## src/hdl/ssp_pkg.sv

```systemverilog
package ssp_pkg;

  // default parameter values
  localparam int MOTORS_DEF      = 4;
  localparam int COUNT_WIDTH_DEF = 32;

  // field widths
  localparam int CLK_W   = 32;
  localparam int SPEED_W = 31;
  localparam int USTEP_W = 9;
  localparam int MCNT_W  = 3;
  localparam int MASK_W  = 4;
  localparam int STEPS_W = 24;
  localparam int REM_W   = 31;
  localparam int RATE_W  = SPEED_W + USTEP_W;
  localparam int TOTAL_W = STEPS_W + USTEP_W;
  localparam int CFG_IDX_W = 3;

  // narrow timer period limit
  localparam logic [CLK_W-1:0] NARROW_MAX = 32'd65535;

  // action codes
  typedef logic [1:0] action_t;
  localparam action_t ACT_TICK = 2'd0;
  localparam action_t ACT_MOVE = 2'd1;
  localparam action_t ACT_STOP = 2'd2;

  // status codes
  typedef logic [1:0] status_t;
  localparam status_t ST_OK        = 2'd0;
  localparam status_t ST_BAD_MOTOR = 2'd1;
  localparam status_t ST_BAD_SPEED = 2'd2;
  localparam status_t ST_BUSY      = 2'd3;

  // configuration register indexes
  typedef logic [CFG_IDX_W-1:0] cfg_idx_t;
  localparam cfg_idx_t CFG_TIMER_CLK  = 3'd0;
  localparam cfg_idx_t CFG_SPEED      = 3'd1;
  localparam cfg_idx_t CFG_MICROSTEPS = 3'd2;
  localparam cfg_idx_t CFG_NARROW     = 3'd3;
  localparam cfg_idx_t CFG_MOTOR_CNT  = 3'd4;
  localparam cfg_idx_t CFG_ENABLE     = 3'd5;

  // controller to datapath commands
  typedef struct packed {
    logic    do_tick;
    logic    do_stop;
    logic    latch_move;
    logic    do_mul;
    logic    div_start;
    logic    commit;
    logic    emit;
    status_t res_status;
  } ssp_cmd_t;

  // datapath to controller status
  typedef struct packed {
    logic    early_done;
    status_t early_status;
    logic    rate_bad;
    logic    div_done;
  } ssp_stat_t;

endpackage

```

## src/hdl/ssp_div.sv

```systemverilog
module ssp_div (
  input  logic                     clk,
  input  logic                     rst_n,
  input  logic                     start,
  input  logic [ssp_pkg::CLK_W-1:0] dividend,
  input  logic [ssp_pkg::CLK_W-1:0] divisor,
  output logic                     done,
  output logic [ssp_pkg::CLK_W-1:0] quotient
);
  import ssp_pkg::*;

  localparam int CNT_W = $clog2(CLK_W);

  logic             busy_r, busy_nxt;
  logic             done_r, done_nxt;
  logic [CNT_W-1:0] cnt_r, cnt_nxt;
  logic [CLK_W-1:0] rem_r, rem_nxt;
  logic [CLK_W-1:0] quo_r, quo_nxt;
  logic [CLK_W:0]   trial;
  logic [CLK_W:0]   diff;

  // one quotient bit per cycle, restoring
  always_comb begin
    busy_nxt = busy_r;
    done_nxt = 1'b0;
    cnt_nxt  = cnt_r;
    rem_nxt  = rem_r;
    quo_nxt  = quo_r;
    trial    = {rem_r, quo_r[CLK_W-1]};
    diff     = trial - {1'b0, divisor};
    if (start) begin
      busy_nxt = 1'b1;
      cnt_nxt  = '0;
      rem_nxt  = '0;
      quo_nxt  = dividend;
    end else if (busy_r) begin
      if (!diff[CLK_W]) begin
        rem_nxt = diff[CLK_W-1:0];
        quo_nxt = {quo_r[CLK_W-2:0], 1'b1};
      end else begin
        rem_nxt = trial[CLK_W-1:0];
        quo_nxt = {quo_r[CLK_W-2:0], 1'b0};
      end
      cnt_nxt = cnt_r + 1'b1;
      if (cnt_r == CNT_W'(CLK_W - 1)) begin
        busy_nxt = 1'b0;
        done_nxt = 1'b1;
      end
    end
  end

  // control state
  always_ff @(posedge clk) begin
    if (!rst_n) begin
      busy_r <= 1'b0;
      done_r <= 1'b0;
      cnt_r  <= '0;
    end else begin
      busy_r <= busy_nxt;
      done_r <= done_nxt;
      cnt_r  <= cnt_nxt;
    end
  end

  // working registers
  always_ff @(posedge clk) begin
    rem_r <= rem_nxt;
    quo_r <= quo_nxt;
  end

  assign done     = done_r;
  assign quotient = quo_r;

endmodule

```

## src/hdl/ssp_dp.sv

```systemverilog
module ssp_dp #(
  parameter int MOTORS      = ssp_pkg::MOTORS_DEF,
  parameter int COUNT_WIDTH = ssp_pkg::COUNT_WIDTH_DEF
) (
  input  logic                          clk,
  input  logic                          rst_n,
  input  ssp_pkg::ssp_cmd_t             cmd,
  output ssp_pkg::ssp_stat_t            stat,
  input  logic [1:0]                    in_motor,
  input  logic signed [ssp_pkg::STEPS_W-1:0] in_steps,
  input  logic                          cfg_we,
  input  ssp_pkg::cfg_idx_t             cfg_index,
  input  logic [ssp_pkg::CLK_W-1:0]     cfg_data,
  output logic                          out_step_pin,
  output logic                          out_direction,
  output logic [1:0]                    out_active_motor,
  output logic [ssp_pkg::MASK_W-1:0]    out_enable_pins,
  output logic                          out_busy_res,
  output logic                          out_done_res,
  output ssp_pkg::status_t              out_status,
  output logic [ssp_pkg::REM_W-1:0]     out_remaining
);
  import ssp_pkg::*;

  localparam logic [REM_W-1:0] REM_MAX = '1;

  // configuration registers
  logic [CLK_W-1:0]   tclk_r;
  logic [SPEED_W-1:0] speed_r;
  logic [USTEP_W-1:0] usteps_r;
  logic               narrow_r;
  logic [MCNT_W-1:0]  mcount_r;
  logic [MASK_W-1:0]  enable_r;

  // move state
  logic [REM_W-1:0]       pending_r, pending_nxt;
  logic [COUNT_WIDTH-1:0] pre_val_r, pre_val_nxt;
  logic [COUNT_WIDTH-1:0] reload_r, reload_nxt;
  logic [COUNT_WIDTH-1:0] pre_cnt_r, pre_cnt_nxt;
  logic [COUNT_WIDTH-1:0] period_r, period_nxt;
  logic                   moving_r, moving_nxt;
  logic                   dir_r, dir_nxt;
  logic [1:0]             motor_r, motor_nxt;

  // move setup registers
  logic [1:0]         mv_motor_r;
  logic               mv_neg_r;
  logic [STEPS_W-1:0] mv_mag_r;
  logic [RATE_W-1:0]  rate_r;
  logic [REM_W-1:0]   total_r;

  logic [MCNT_W-1:0]  present;
  logic               bad_motor;
  logic               steps_neg;
  logic [STEPS_W-1:0] steps_mag;
  logic [TOTAL_W-1:0] total_w;
  logic [RATE_W-1:0]  rate_w;
  logic               div_done;
  logic [CLK_W-1:0]   quot;
  logic [CLK_W-1:0]   reload_w;
  logic [CLK_W-1:0]   pre_w;
  logic [COUNT_WIDTH:0] half;
  logic               pin;
  logic               done;

  function automatic logic [COUNT_WIDTH-1:0] sat_cnt(input logic [CLK_W-1:0] v);
    logic [CLK_W-1:0] hi;
    hi = v >> COUNT_WIDTH;
    if (COUNT_WIDTH < CLK_W && hi != '0) return '1;
    return v[COUNT_WIDTH-1:0];
  endfunction

  // early checks on a move beat
  always_comb begin
    present   = (mcount_r < MCNT_W'(MOTORS)) ? mcount_r : MCNT_W'(MOTORS);
    bad_motor = {1'b0, in_motor} >= present;
    steps_neg = in_steps[STEPS_W-1];
    steps_mag = steps_neg ? (~in_steps + 1'b1) : in_steps;
    stat.early_done   = bad_motor || moving_r || (in_steps == '0);
    stat.early_status = bad_motor ? ST_BAD_MOTOR : (moving_r ? ST_BUSY : ST_OK);
    stat.rate_bad     = (rate_r == '0) || (rate_r > RATE_W'(tclk_r >> 1));
    stat.div_done     = div_done;
  end

  // scaled rate and step total
  always_comb begin
    rate_w  = RATE_W'(speed_r) * RATE_W'(usteps_r);
    total_w = TOTAL_W'(mv_mag_r) * TOTAL_W'(usteps_r);
  end

  ssp_div u_div (
    .clk      (clk),
    .rst_n    (rst_n),
    .start    (cmd.div_start),
    .dividend (tclk_r),
    .divisor  (rate_r[CLK_W-1:0]),
    .done     (div_done),
    .quotient (quot)
  );

  // reload and prescale from the quotient
  always_comb begin
    reload_w = quot - 1'b1;
    pre_w    = '0;
    if (narrow_r && reload_w > NARROW_MAX) begin
      pre_w    = (quot >> 16) - 1'b1;
      reload_w = NARROW_MAX;
    end
  end

  // tick, stop and commit updates
  always_comb begin
    pending_nxt = pending_r;
    pre_val_nxt = pre_val_r;
    reload_nxt  = reload_r;
    pre_cnt_nxt = pre_cnt_r;
    period_nxt  = period_r;
    moving_nxt  = moving_r;
    dir_nxt     = dir_r;
    motor_nxt   = motor_r;
    pin         = 1'b0;
    done        = 1'b0;
    half        = ({1'b0, reload_r} + 1'b1) >> 1;
    if (cmd.do_tick && moving_r) begin
      pin = ({1'b0, period_r} < half) && enable_r[motor_r];
      if (pre_cnt_r >= pre_val_r) begin
        pre_cnt_nxt = '0;
        if (period_r >= reload_r) begin
          period_nxt = '0;
          if (pending_r != '0) pending_nxt = pending_r - 1'b1;
          if (pending_nxt == '0) begin
            moving_nxt = 1'b0;
            done       = 1'b1;
          end
        end else begin
          period_nxt = period_r + 1'b1;
        end
      end else begin
        pre_cnt_nxt = pre_cnt_r + 1'b1;
      end
    end else if (cmd.do_stop && moving_r) begin
      moving_nxt  = 1'b0;
      pending_nxt = '0;
      pre_cnt_nxt = '0;
      period_nxt  = '0;
      done        = 1'b1;
    end else if (cmd.commit) begin
      pending_nxt = total_r;
      reload_nxt  = sat_cnt(reload_w);
      pre_val_nxt = sat_cnt(pre_w);
      pre_cnt_nxt = '0;
      period_nxt  = '0;
      dir_nxt     = mv_neg_r;
      motor_nxt   = mv_motor_r;
      moving_nxt  = 1'b1;
    end
  end

  // configuration and move state
  always_ff @(posedge clk) begin
    if (!rst_n) begin
      tclk_r    <= 32'd1000000;
      speed_r   <= SPEED_W'(1);
      usteps_r  <= USTEP_W'(1);
      narrow_r  <= 1'b1;
      mcount_r  <= MCNT_W'(1);
      enable_r  <= '0;
      pending_r <= '0;
      pre_val_r <= '0;
      reload_r  <= '0;
      pre_cnt_r <= '0;
      period_r  <= '0;
      moving_r  <= 1'b0;
      dir_r     <= 1'b0;
      motor_r   <= '0;
    end else begin
      if (cfg_we) begin
        case (cfg_index)
          CFG_TIMER_CLK:  tclk_r   <= cfg_data;
          CFG_SPEED:      speed_r  <= cfg_data[SPEED_W-1:0];
          CFG_MICROSTEPS: usteps_r <= cfg_data[USTEP_W-1:0];
          CFG_NARROW:     narrow_r <= cfg_data[0];
          CFG_MOTOR_CNT:  mcount_r <= cfg_data[MCNT_W-1:0];
          CFG_ENABLE:     enable_r <= cfg_data[MASK_W-1:0];
          default: ;
        endcase
      end
      pending_r <= pending_nxt;
      pre_val_r <= pre_val_nxt;
      reload_r  <= reload_nxt;
      pre_cnt_r <= pre_cnt_nxt;
      period_r  <= period_nxt;
      moving_r  <= moving_nxt;
      dir_r     <= dir_nxt;
      motor_r   <= motor_nxt;
    end
  end

  // move setup pipeline
  always_ff @(posedge clk) begin
    if (cmd.latch_move) begin
      mv_motor_r <= in_motor;
      mv_neg_r   <= steps_neg;
      mv_mag_r   <= steps_mag;
    end
    if (cmd.do_mul) begin
      rate_r  <= rate_w;
      total_r <= (total_w > TOTAL_W'(REM_MAX)) ? REM_MAX : total_w[REM_W-1:0];
    end
  end

  // result beat register
  always_ff @(posedge clk) begin
    if (cmd.emit) begin
      out_step_pin     <= pin;
      out_direction    <= dir_nxt;
      out_active_motor <= motor_nxt;
      out_enable_pins  <= enable_r;
      out_busy_res     <= moving_nxt;
      out_done_res     <= done;
      out_status       <= cmd.res_status;
      out_remaining    <= pending_nxt;
    end
  end

endmodule

```

## src/hdl/ssp_ctrl.sv

```systemverilog
module ssp_ctrl (
  input  logic               clk,
  input  logic               rst_n,
  input  logic               in_valid,
  output logic               in_stall,
  input  ssp_pkg::action_t   in_action,
  output logic               out_valid,
  input  logic               out_stall,
  input  ssp_pkg::ssp_stat_t stat,
  output ssp_pkg::ssp_cmd_t  cmd
);
  import ssp_pkg::*;

  typedef enum logic [2:0] {
    S_IDLE,
    S_MUL,
    S_CHECK,
    S_DIV,
    S_COMMIT
  } state_t;

  state_t state_r, state_nxt;
  logic   out_valid_r, out_valid_nxt;
  logic   take;

  // sequencing of beats and move setup
  always_comb begin
    in_stall      = (state_r != S_IDLE) || (out_valid_r && out_stall);
    take          = in_valid && !in_stall;
    cmd           = '0;
    state_nxt     = state_r;
    out_valid_nxt = out_valid_r && out_stall;
    case (state_r)
      S_IDLE: begin
        if (take) begin
          case (in_action)
            ACT_TICK: begin
              cmd.do_tick = 1'b1;
              cmd.emit    = 1'b1;
            end
            ACT_MOVE: begin
              if (stat.early_done) begin
                cmd.emit       = 1'b1;
                cmd.res_status = stat.early_status;
              end else begin
                cmd.latch_move = 1'b1;
                state_nxt      = S_MUL;
              end
            end
            ACT_STOP: begin
              cmd.do_stop = 1'b1;
              cmd.emit    = 1'b1;
            end
            default: cmd.emit = 1'b1;
          endcase
        end
      end
      S_MUL: begin
        cmd.do_mul = 1'b1;
        state_nxt  = S_CHECK;
      end
      S_CHECK: begin
        if (stat.rate_bad) begin
          cmd.emit       = 1'b1;
          cmd.res_status = ST_BAD_SPEED;
          state_nxt      = S_IDLE;
        end else begin
          cmd.div_start = 1'b1;
          state_nxt     = S_DIV;
        end
      end
      S_DIV: begin
        if (stat.div_done) state_nxt = S_COMMIT;
      end
      S_COMMIT: begin
        cmd.commit = 1'b1;
        cmd.emit   = 1'b1;
        state_nxt  = S_IDLE;
      end
      default: state_nxt = S_IDLE;
    endcase
    if (cmd.emit) out_valid_nxt = 1'b1;
  end

  // state and result valid
  always_ff @(posedge clk) begin
    if (!rst_n) begin
      state_r     <= S_IDLE;
      out_valid_r <= 1'b0;
    end else begin
      state_r     <= state_nxt;
      out_valid_r <= out_valid_nxt;
    end
  end

  assign out_valid = out_valid_r;

endmodule

```

## src/hdl/stepper_step_pulse_generator.sv

```systemverilog
// Step and direction pulse generator for up to four stepper motors.
// Input channel (in_valid/in_stall) carries one beat per timer tick, move
// command or stop; every accepted beat yields exactly one result beat on the
// output channel (out_valid/out_stall) with pin levels, status and the
// remaining microstep count.
// Ticks, stops and moves refused by the motor, busy or zero-step check give
// their result in the cycle after acceptance; a new beat is taken every cycle
// while the result register drains, so ticks run at one per cycle.
// A move passes the latch, scale and range check states before the quotient
// unit; one refused by the range check gives its result from there.
// Otherwise the quotient unit forms one bit per cycle, followed by a hand-over
// step and the commit state, with the input stalled throughout.
// Configuration goes through cfg_valid/cfg_ready (always ready) with a
// register index and 32-bit data; the user must write it only while the block
// is idle, which the block itself does not enforce. Reset (rst_n low,
// synchronous) loads the register defaults, stops any move, empties the result
// register. While out_stall holds a result, the block takes no new input beat
// and the result payload stays unchanged.
module stepper_step_pulse_generator #(
  parameter int MOTORS      = ssp_pkg::MOTORS_DEF,
  parameter int COUNT_WIDTH = ssp_pkg::COUNT_WIDTH_DEF
) (
  input  logic                               clk,
  input  logic                               rst_n,
  input  logic                               in_valid,
  output logic                               in_stall,
  input  logic [1:0]                         in_action,
  input  logic [1:0]                         in_motor,
  input  logic signed [ssp_pkg::STEPS_W-1:0] in_steps,
  output logic                               out_valid,
  input  logic                               out_stall,
  output logic                               out_step_pin,
  output logic                               out_direction,
  output logic [1:0]                         out_active_motor,
  output logic [ssp_pkg::MASK_W-1:0]         out_enable_pins,
  output logic                               out_busy_res,
  output logic                               out_done_res,
  output logic [1:0]                         out_status,
  output logic [ssp_pkg::REM_W-1:0]          out_remaining,
  input  logic                               cfg_valid,
  output logic                               cfg_ready,
  input  logic [ssp_pkg::CFG_IDX_W-1:0]      cfg_index,
  input  logic [ssp_pkg::CLK_W-1:0]          cfg_data
);
  import ssp_pkg::*;

  ssp_cmd_t  cmd;
  ssp_stat_t stat;

  // register writes are always taken
  assign cfg_ready = 1'b1;

  ssp_ctrl u_ctrl (
    .clk       (clk),
    .rst_n     (rst_n),
    .in_valid  (in_valid),
    .in_stall  (in_stall),
    .in_action (in_action),
    .out_valid (out_valid),
    .out_stall (out_stall),
    .stat      (stat),
    .cmd       (cmd)
  );

  ssp_dp #(
    .MOTORS      (MOTORS),
    .COUNT_WIDTH (COUNT_WIDTH)
  ) u_dp (
    .clk              (clk),
    .rst_n            (rst_n),
    .cmd              (cmd),
    .stat             (stat),
    .in_motor         (in_motor),
    .in_steps         (in_steps),
    .cfg_we           (cfg_valid && cfg_ready),
    .cfg_index        (cfg_index),
    .cfg_data         (cfg_data),
    .out_step_pin     (out_step_pin),
    .out_direction    (out_direction),
    .out_active_motor (out_active_motor),
    .out_enable_pins  (out_enable_pins),
    .out_busy_res     (out_busy_res),
    .out_done_res     (out_done_res),
    .out_status       (out_status),
    .out_remaining    (out_remaining)
  );

endmodule

```

## config.mk

```make
export PLATFORM = sky130hd
export DESIGN_NAME = stepper_step_pulse_generator
export DESIGN_NICKNAME = d
export VERILOG_FILES = /design/src/hdl/ssp_pkg.sv /design/src/hdl/ssp_div.sv /design/src/hdl/ssp_dp.sv /design/src/hdl/ssp_ctrl.sv /design/src/hdl/stepper_step_pulse_generator.sv
export SDC_FILE = /design/constraint.sdc
export NUM_CORES = 2
export LEC_CHECK = 0
export BUFFER_PORTS_ARGS = -buffer_cell sky130_fd_sc_hd__buf_2
export CORE_ASPECT_RATIO = 1.5
export CORE_MARGIN = 2
export CORE_UTILIZATION = 55
export DETAILED_ROUTE_END_ITERATION = 7
export GPL_TIMING_DRIVEN = 0
export HOLD_SLACK_MARGIN = 0.15
export PLACE_DENSITY = 0.81
export SLEW_MARGIN = 25
export SYNTH_ARGS = -nofsm -noshare
export SYNTH_HDL_FRONTEND = slang
export SYNTH_SLANG_ARGS = --single-unit
```

## constraint.sdc

```tcl
create_clock -name clk -period 8.4 [get_ports clk]
set_input_delay 1.68 -clock clk [delete_from_list [all_inputs] [get_ports clk]]
set_output_delay 1.68 -clock clk [all_outputs]
set_load 0.1 [all_outputs]
```

* After elaboration in Yosys (flattened, before gate mapping)
Cells that the tools add are included.
** Storage, ports and cells
- Bits in registers :: 459
- Output and inout bits :: 46
- Word-level logic and storage cells :: 182
** Cells by class
- $add $sub $neg :: 9
- Multiply operators :: 2
- Magnitude comparators :: 9
- Eq/ne operators :: 17
- Muxes and demuxes :: 73
- Bitwise logic cells :: 5
- Reduce and logical (&&, ||, !) cells :: 32
** Operators by type and width (number)
- 2-to-1 mux 32 bit :: 12
- 2-to-1 mux 31 bit :: 9
- adder 32 x 1 -> 32 bit, second input constant :: 2
- greater-or-equal comparator 32 bit :: 2
- > comparator 40 x 31 -> 1 bit :: 1
- zero test 40 bit :: 1
- multiplier 31 x 9 -> 40 bit :: 1
- adder 32 x 1 -> 33 bit, second input constant :: 1
- > comparator 33 x 31 -> 1 bit, second input constant :: 1
- multiplier 24 x 9 -> 33 bit :: 1
- subtractor 33 x 32 -> 33 bit :: 1
- > comparator 32 x 16 -> 1 bit, second input constant :: 1
- < comparator 32 bit :: 1
- subtractor 32 x 1 -> 32 bit, second input constant :: 1
- zero test 31 bit :: 1
- nonzero test 31 bit :: 1
- subtractor 31 x 1 -> 31 bit, second input constant :: 1
- 2-to-1 mux 1 bit :: 30
- 2-to-1 mux 3 bit :: 10
- adder 24 x 1 -> 24 bit, second input constant :: 1
- zero test 24 bit :: 1
- inverter 24 bit :: 1
- 2-to-1 mux 23 bit :: 1
- subtractor 16 x 1 -> 17 bit, second input constant :: 1
- 30 further kinds :: 64

* Longest topological paths before layout
- Depth in word-level cells :: 16
- Mapped depth :: 23

* Hierarchy
A second synthesis with hierarchy kept.
** Unflattened totals
- Cell total of the unflattened synthesis :: 4553
- Area total of the unflattened synthesis :: 40063.4 sq um
** By module, submodules not included
- ssp_dp :: times used 1, cells an instance 3963, area each 34837.2 sq um
- ssp_div :: times used 1, cells an instance 547, area each 4908.5 sq um
- ssp_ctrl :: times used 1, cells an instance 41, area each 306.5 sq um
- stepper_step_pulse_generator :: times used 1, cells an instance 2, area each 11.3 sq um

* Worst setup path before layout
No wires, ideal clock.
- Path kind :: register -> register
- From :: register u_ctrl.state_r[0]
- To :: register u_dp.rate_r[0], enable pin
- Library setup time :: 0.602 ns
- Arrival time :: 5.629 ns
- Setup slack :: 2.169 ns
- Cell stages (with the launch flop) :: 2
- Clock period less this slack :: 6.231 ns
- Path through :: dfxtp_1 nor3b_1
** Between the ends
- Longest elaborated chain between the ends :: 2
** RTL lines
- from (decl) :: RTL line ssp_ctrl.sv:22 : state_t state_r, state_nxt;
- from (signal assigned) :: RTL line ssp_ctrl.sv:91 : state_r <= state_nxt;
- equality test 3 x 1 -> 1 bit :: RTL line ssp_ctrl.sv:33 : case (state_r)
- 2-to-1 mux 1 bit :: RTL line ssp_ctrl.sv:33
- to (signal assigned) :: RTL line ssp_dp.sv:207 : rate_r <= rate_w;
- to (decl) :: RTL line ssp_dp.sv:49 : logic [RATE_W-1:0] rate_r;
No other way between the ends.
A chain may end at the register's enable or synchronous reset.

* Final worst setup path
- From :: register u_dp.usteps_r[8]
- To :: register u_dp.total_r[10] (data pin)
** Between the ends
- Longest elaborated chain between the ends :: 2
** RTL lines
- from (decl) :: RTL line ssp_dp.sv:30 : logic [USTEP_W-1:0] usteps_r;
- from (signal assigned) :: RTL line ssp_dp.sv:181 : CFG_MICROSTEPS: usteps_r <= cfg_data[USTEP_W-1:0];
- multiplier 24 x 9 -> 33 bit (*) :: RTL line ssp_dp.sv:88 : total_w = TOTAL_W'(mv_mag_r) * TOTAL_W'(usteps_r);
- > comparator 33 x 31 -> 1 bit :: RTL line ssp_dp.sv:208 : total_r <= (total_w > TOTAL_W'(REM_MAX)) ? REM_MAX : total_w[REM_W-1:0];
- to (signal assigned) :: RTL line ssp_dp.sv:208
- to (decl) :: RTL line ssp_dp.sv:50 : logic [REM_W-1:0] total_r;
Every way passes the cells marked *; elsewhere a longest branch is shown, timed or not.

==> flow_summary.ini <==
[drt]
dr.pass1.iters = 6
avgViaCountPerCell = 5.96
drc = 0
ant_nets = 0
routedWlPerCell_um = 19.9
dr_total_vias = 33100
first_iter_violations = 2866
routed_wl_mm = 111

[clock_network]
post_cts_buffers = 0
cts_htree_levels = 2
clockBufferDepth = 3
clk_pin_slew_ns = 0.07
clk_latency_ns = 0.61
root_buffer = clkbuf_16
cts_hold_buf = 0
cts_tree = yes
cts.sinks = 444
cts_resized = 0
numCtsBuffers = 44

[floorplanning]
initial_core_util_pct = 55.7
pin_count = 114
core_um2 = 70300
die_x_um = 222
dieArea_um2 = 73400
die_h_um = 331
row_count = 119

[synth]
yosys.cell_types.count = 88
synth_fa_ha_area_share_pct = 27.5
async_flop_share_pct = 0
synth-xor-area-share_pct = 4.48
synthMuxAreaShare_pct = 1.09
netlist_area_um2 = 39200
seq_area_frac_synth_pct = 27.1
avgSynthCellArea_um2 = 8.81
netlist.top_cell.by_area = fa_1
yosysWarnings = 0
synth_top_family_by_area = adder cells
synth_ff_type = dfxtp_1
syn_inst = 4442
synth_compound_area_share_pct = 13.2
synth-edff-count = 173
syn-num-nets = 5154
synth_top_area_share_pct = 18.4
synthSimpleGateAreaFrac_pct = 19.7
synth-seq-cells = 444
netlist_top_cells_area = fa_1 (18%), dfxtp_1 (14%), edfxtp_1 (13%)

[final_layout]
syn_to_final_growth_pct = 8.11
fin_util_pct = 60.2
fin_cells = 5549
drive_gt1_share_pct = 5.49
antennaDiodeCount = 0
nets = 5319
finalInstanceArea_um2 = 42300

[placement]
preCtsSetupSlack_ns = 0.488
dpl_cell_area_um2 = 40900
io_buffers = 111
gp_congestion = 0.973
dp.cells = 5468
dp_hpwl_mm = 88.3

[global_route]
antenna_found_initial = 0
grt_remaining_overflow = 0
grt_usage_pct = 30.0
use_met3_pct = 4.31
grt_max_degree = 33
gr-max-usage-layer = met2
grt_pass1_wl_mm = 174
grt_pass1_vias = 33500
grt_use_met1_pct = 34.1
use_met2_pct = 53.2

[flow_run]
cap_viol_max_count = 0

[sta]
rsz0062_at_grt = no
slew_headroom_pct = 21.7
hold_ws_ns = 0.453
finalSetupTns_ns = 0
worst_pin_slew_ns = 1.17
fin_crit_ns = 7.98
fmax_mhz = 125
hold_viol = 0
final.setup.worst_slack_ns = 0.420
fin_skew_ns = 0.0216
period_share_pct = 95.0
setup_viol = 0
slew_violations = 0

[pwr]
max-vdd-ir-drop_v = 0.000119
p_total_mw = 5.27
power-per-cell-area_nw_per_um2 = 124
leakage_nw = 19.1

[worst_setup_path]
cp.arrival_ns = 8.33
crit_required_ns = 8.75
cp_max_fo = 10
startpoint_type = flop
cp-end-kind = flop
reg2regPathDepth = 21
rrSetupSlack_ns = 0.42
worstSetupPathType = flop to flop

[worst_hold_path]
min_path_type = flop to flop
min_path_cells = 2

[outcome]
outcome = finished, final reports clean
layout by cell type, fill, tap and decap left out, drive strengths merged, types with 152 or more instances in the layout:
cell	netlist	final
inv	492	497
and2	260	260
edfxtp	173	173
nor2	197	197
dfxtp	271	271
a21oi	266	266
ha	284	284
nand2	664	664
o21ai	215	215
clkbuf	190	246
buf	33	152
fa	360	360
state kept, by name, indices dropped and copies added (netlist names), 3 cells and up:
name and cells:
u_dp.out_remaining 31, u_dp.pre_cnt_r 32, u_dp.u_div.rem_r 32, u_dp.rate_r 40
u_dp.pending_r 31, u_ctrl.state_r 3, u_dp.u_div.quotient 32, u_dp.period_r 32
u_dp.pre_val_r 17, u_dp.mcount_r 3, u_dp.reload_r 32, u_dp.speed_r 31
u_dp.out_enable_pins 4, u_dp.usteps_r 9, u_dp.enable_r 4, u_dp.tclk_r 32
u_dp.mv_mag_r 24, u_dp.total_r 31, u_dp.u_div.cnt_r 5
critical path: stages (launching register included):
cell and delay [ns]:
dfxtp_1 0.33, clkbuf_1 0.59, clkbuf_1 0.58, nand2_1 0.17
fa_1 0.57, fa_1 0.56, inv_1 0.06, fa_1 0.52
inv_1 0.05, fa_1 0.52, inv_1 0.04, ha_1 0.33
o21a_1 0.20, o2111a_1 0.24, a2111oi_0 0.85, o41ai_1 0.31
a21oi_1 0.33, a21o_1 0.16, a21oi_1 0.07, xnor2_1 0.51
nand2_1 0.34, or2_2 0.38
area by class of cell:
type / instances / area (um^2)
Multi-Input combinational cell: 3283 / 25800
Sequential cell: 444 / 10600
Clock buffer: 56 / 1170
Fill cell: 5997 / 28000
Inverter: 492 / 1850
Timing Repair Buffer: 119 / 632
Tap cell: 907 / 1130
Clock inverter: 25 / 208
Buffer: 223 / 870
synth_stat cells (all sizes together), types with 56 or more instances:
cell type / number
a21o: 84
a21oi: 266
and2: 260
clkbuf: 190
dfxtp: 271
edfxtp: 173
fa: 360
ha: 284
inv: 492
nand2: 664
nand3: 87
nor2: 197
nor3: 60
o21ai: 215
xnor2: 142
xor2: 56
where the power goes:
group / internal (mW) / total (mW) / switching [mW]
combinational: 0.340 / 0.958 / 0.618
clock: 1.05 / 1.96 / 0.904
sequential: 2.31 / 2.35 / 0.0461
cells by family (layout without fill, tap and decap cells):
| logic type | count (synthesis) | count (layout) |
|---|---|---|
| AO/OA/AOI/OAI | 827 | 827 |
| flip-flops | 444 | 444 |
| AND/OR/NAND/NOR | 1572 | 1572 |
| buffers and inverters | 715 | 915 |
| XOR/XNOR | 198 | 198 |
| multiplexers | 41 | 41 |
| other | 1 | 1 |
| adder cells (fa/ha/maj) | 644 | 644 |
layer usage:
layer  part of all wire (%)  up-vias
li1                       -    15300
met1                     37    15900
met2                     49     1472
met3                    7.4      454
met4                    6.9        0
met5                      0        -
worst paths after layout:
kind | endpoint | startpoint
hold reg to reg | u_dp.pre_val_r[1] | u_dp.pre_val_r[1]
setup / recovery | u_dp.total_r[10] | u_dp.usteps_r[8]
hold / removal | u_dp.pre_val_r[1] | u_dp.pre_val_r[1]
setup reg to reg | u_dp.total_r[10] | u_dp.usteps_r[8]
Note: power is estimated with default switching activity, not from simulation.
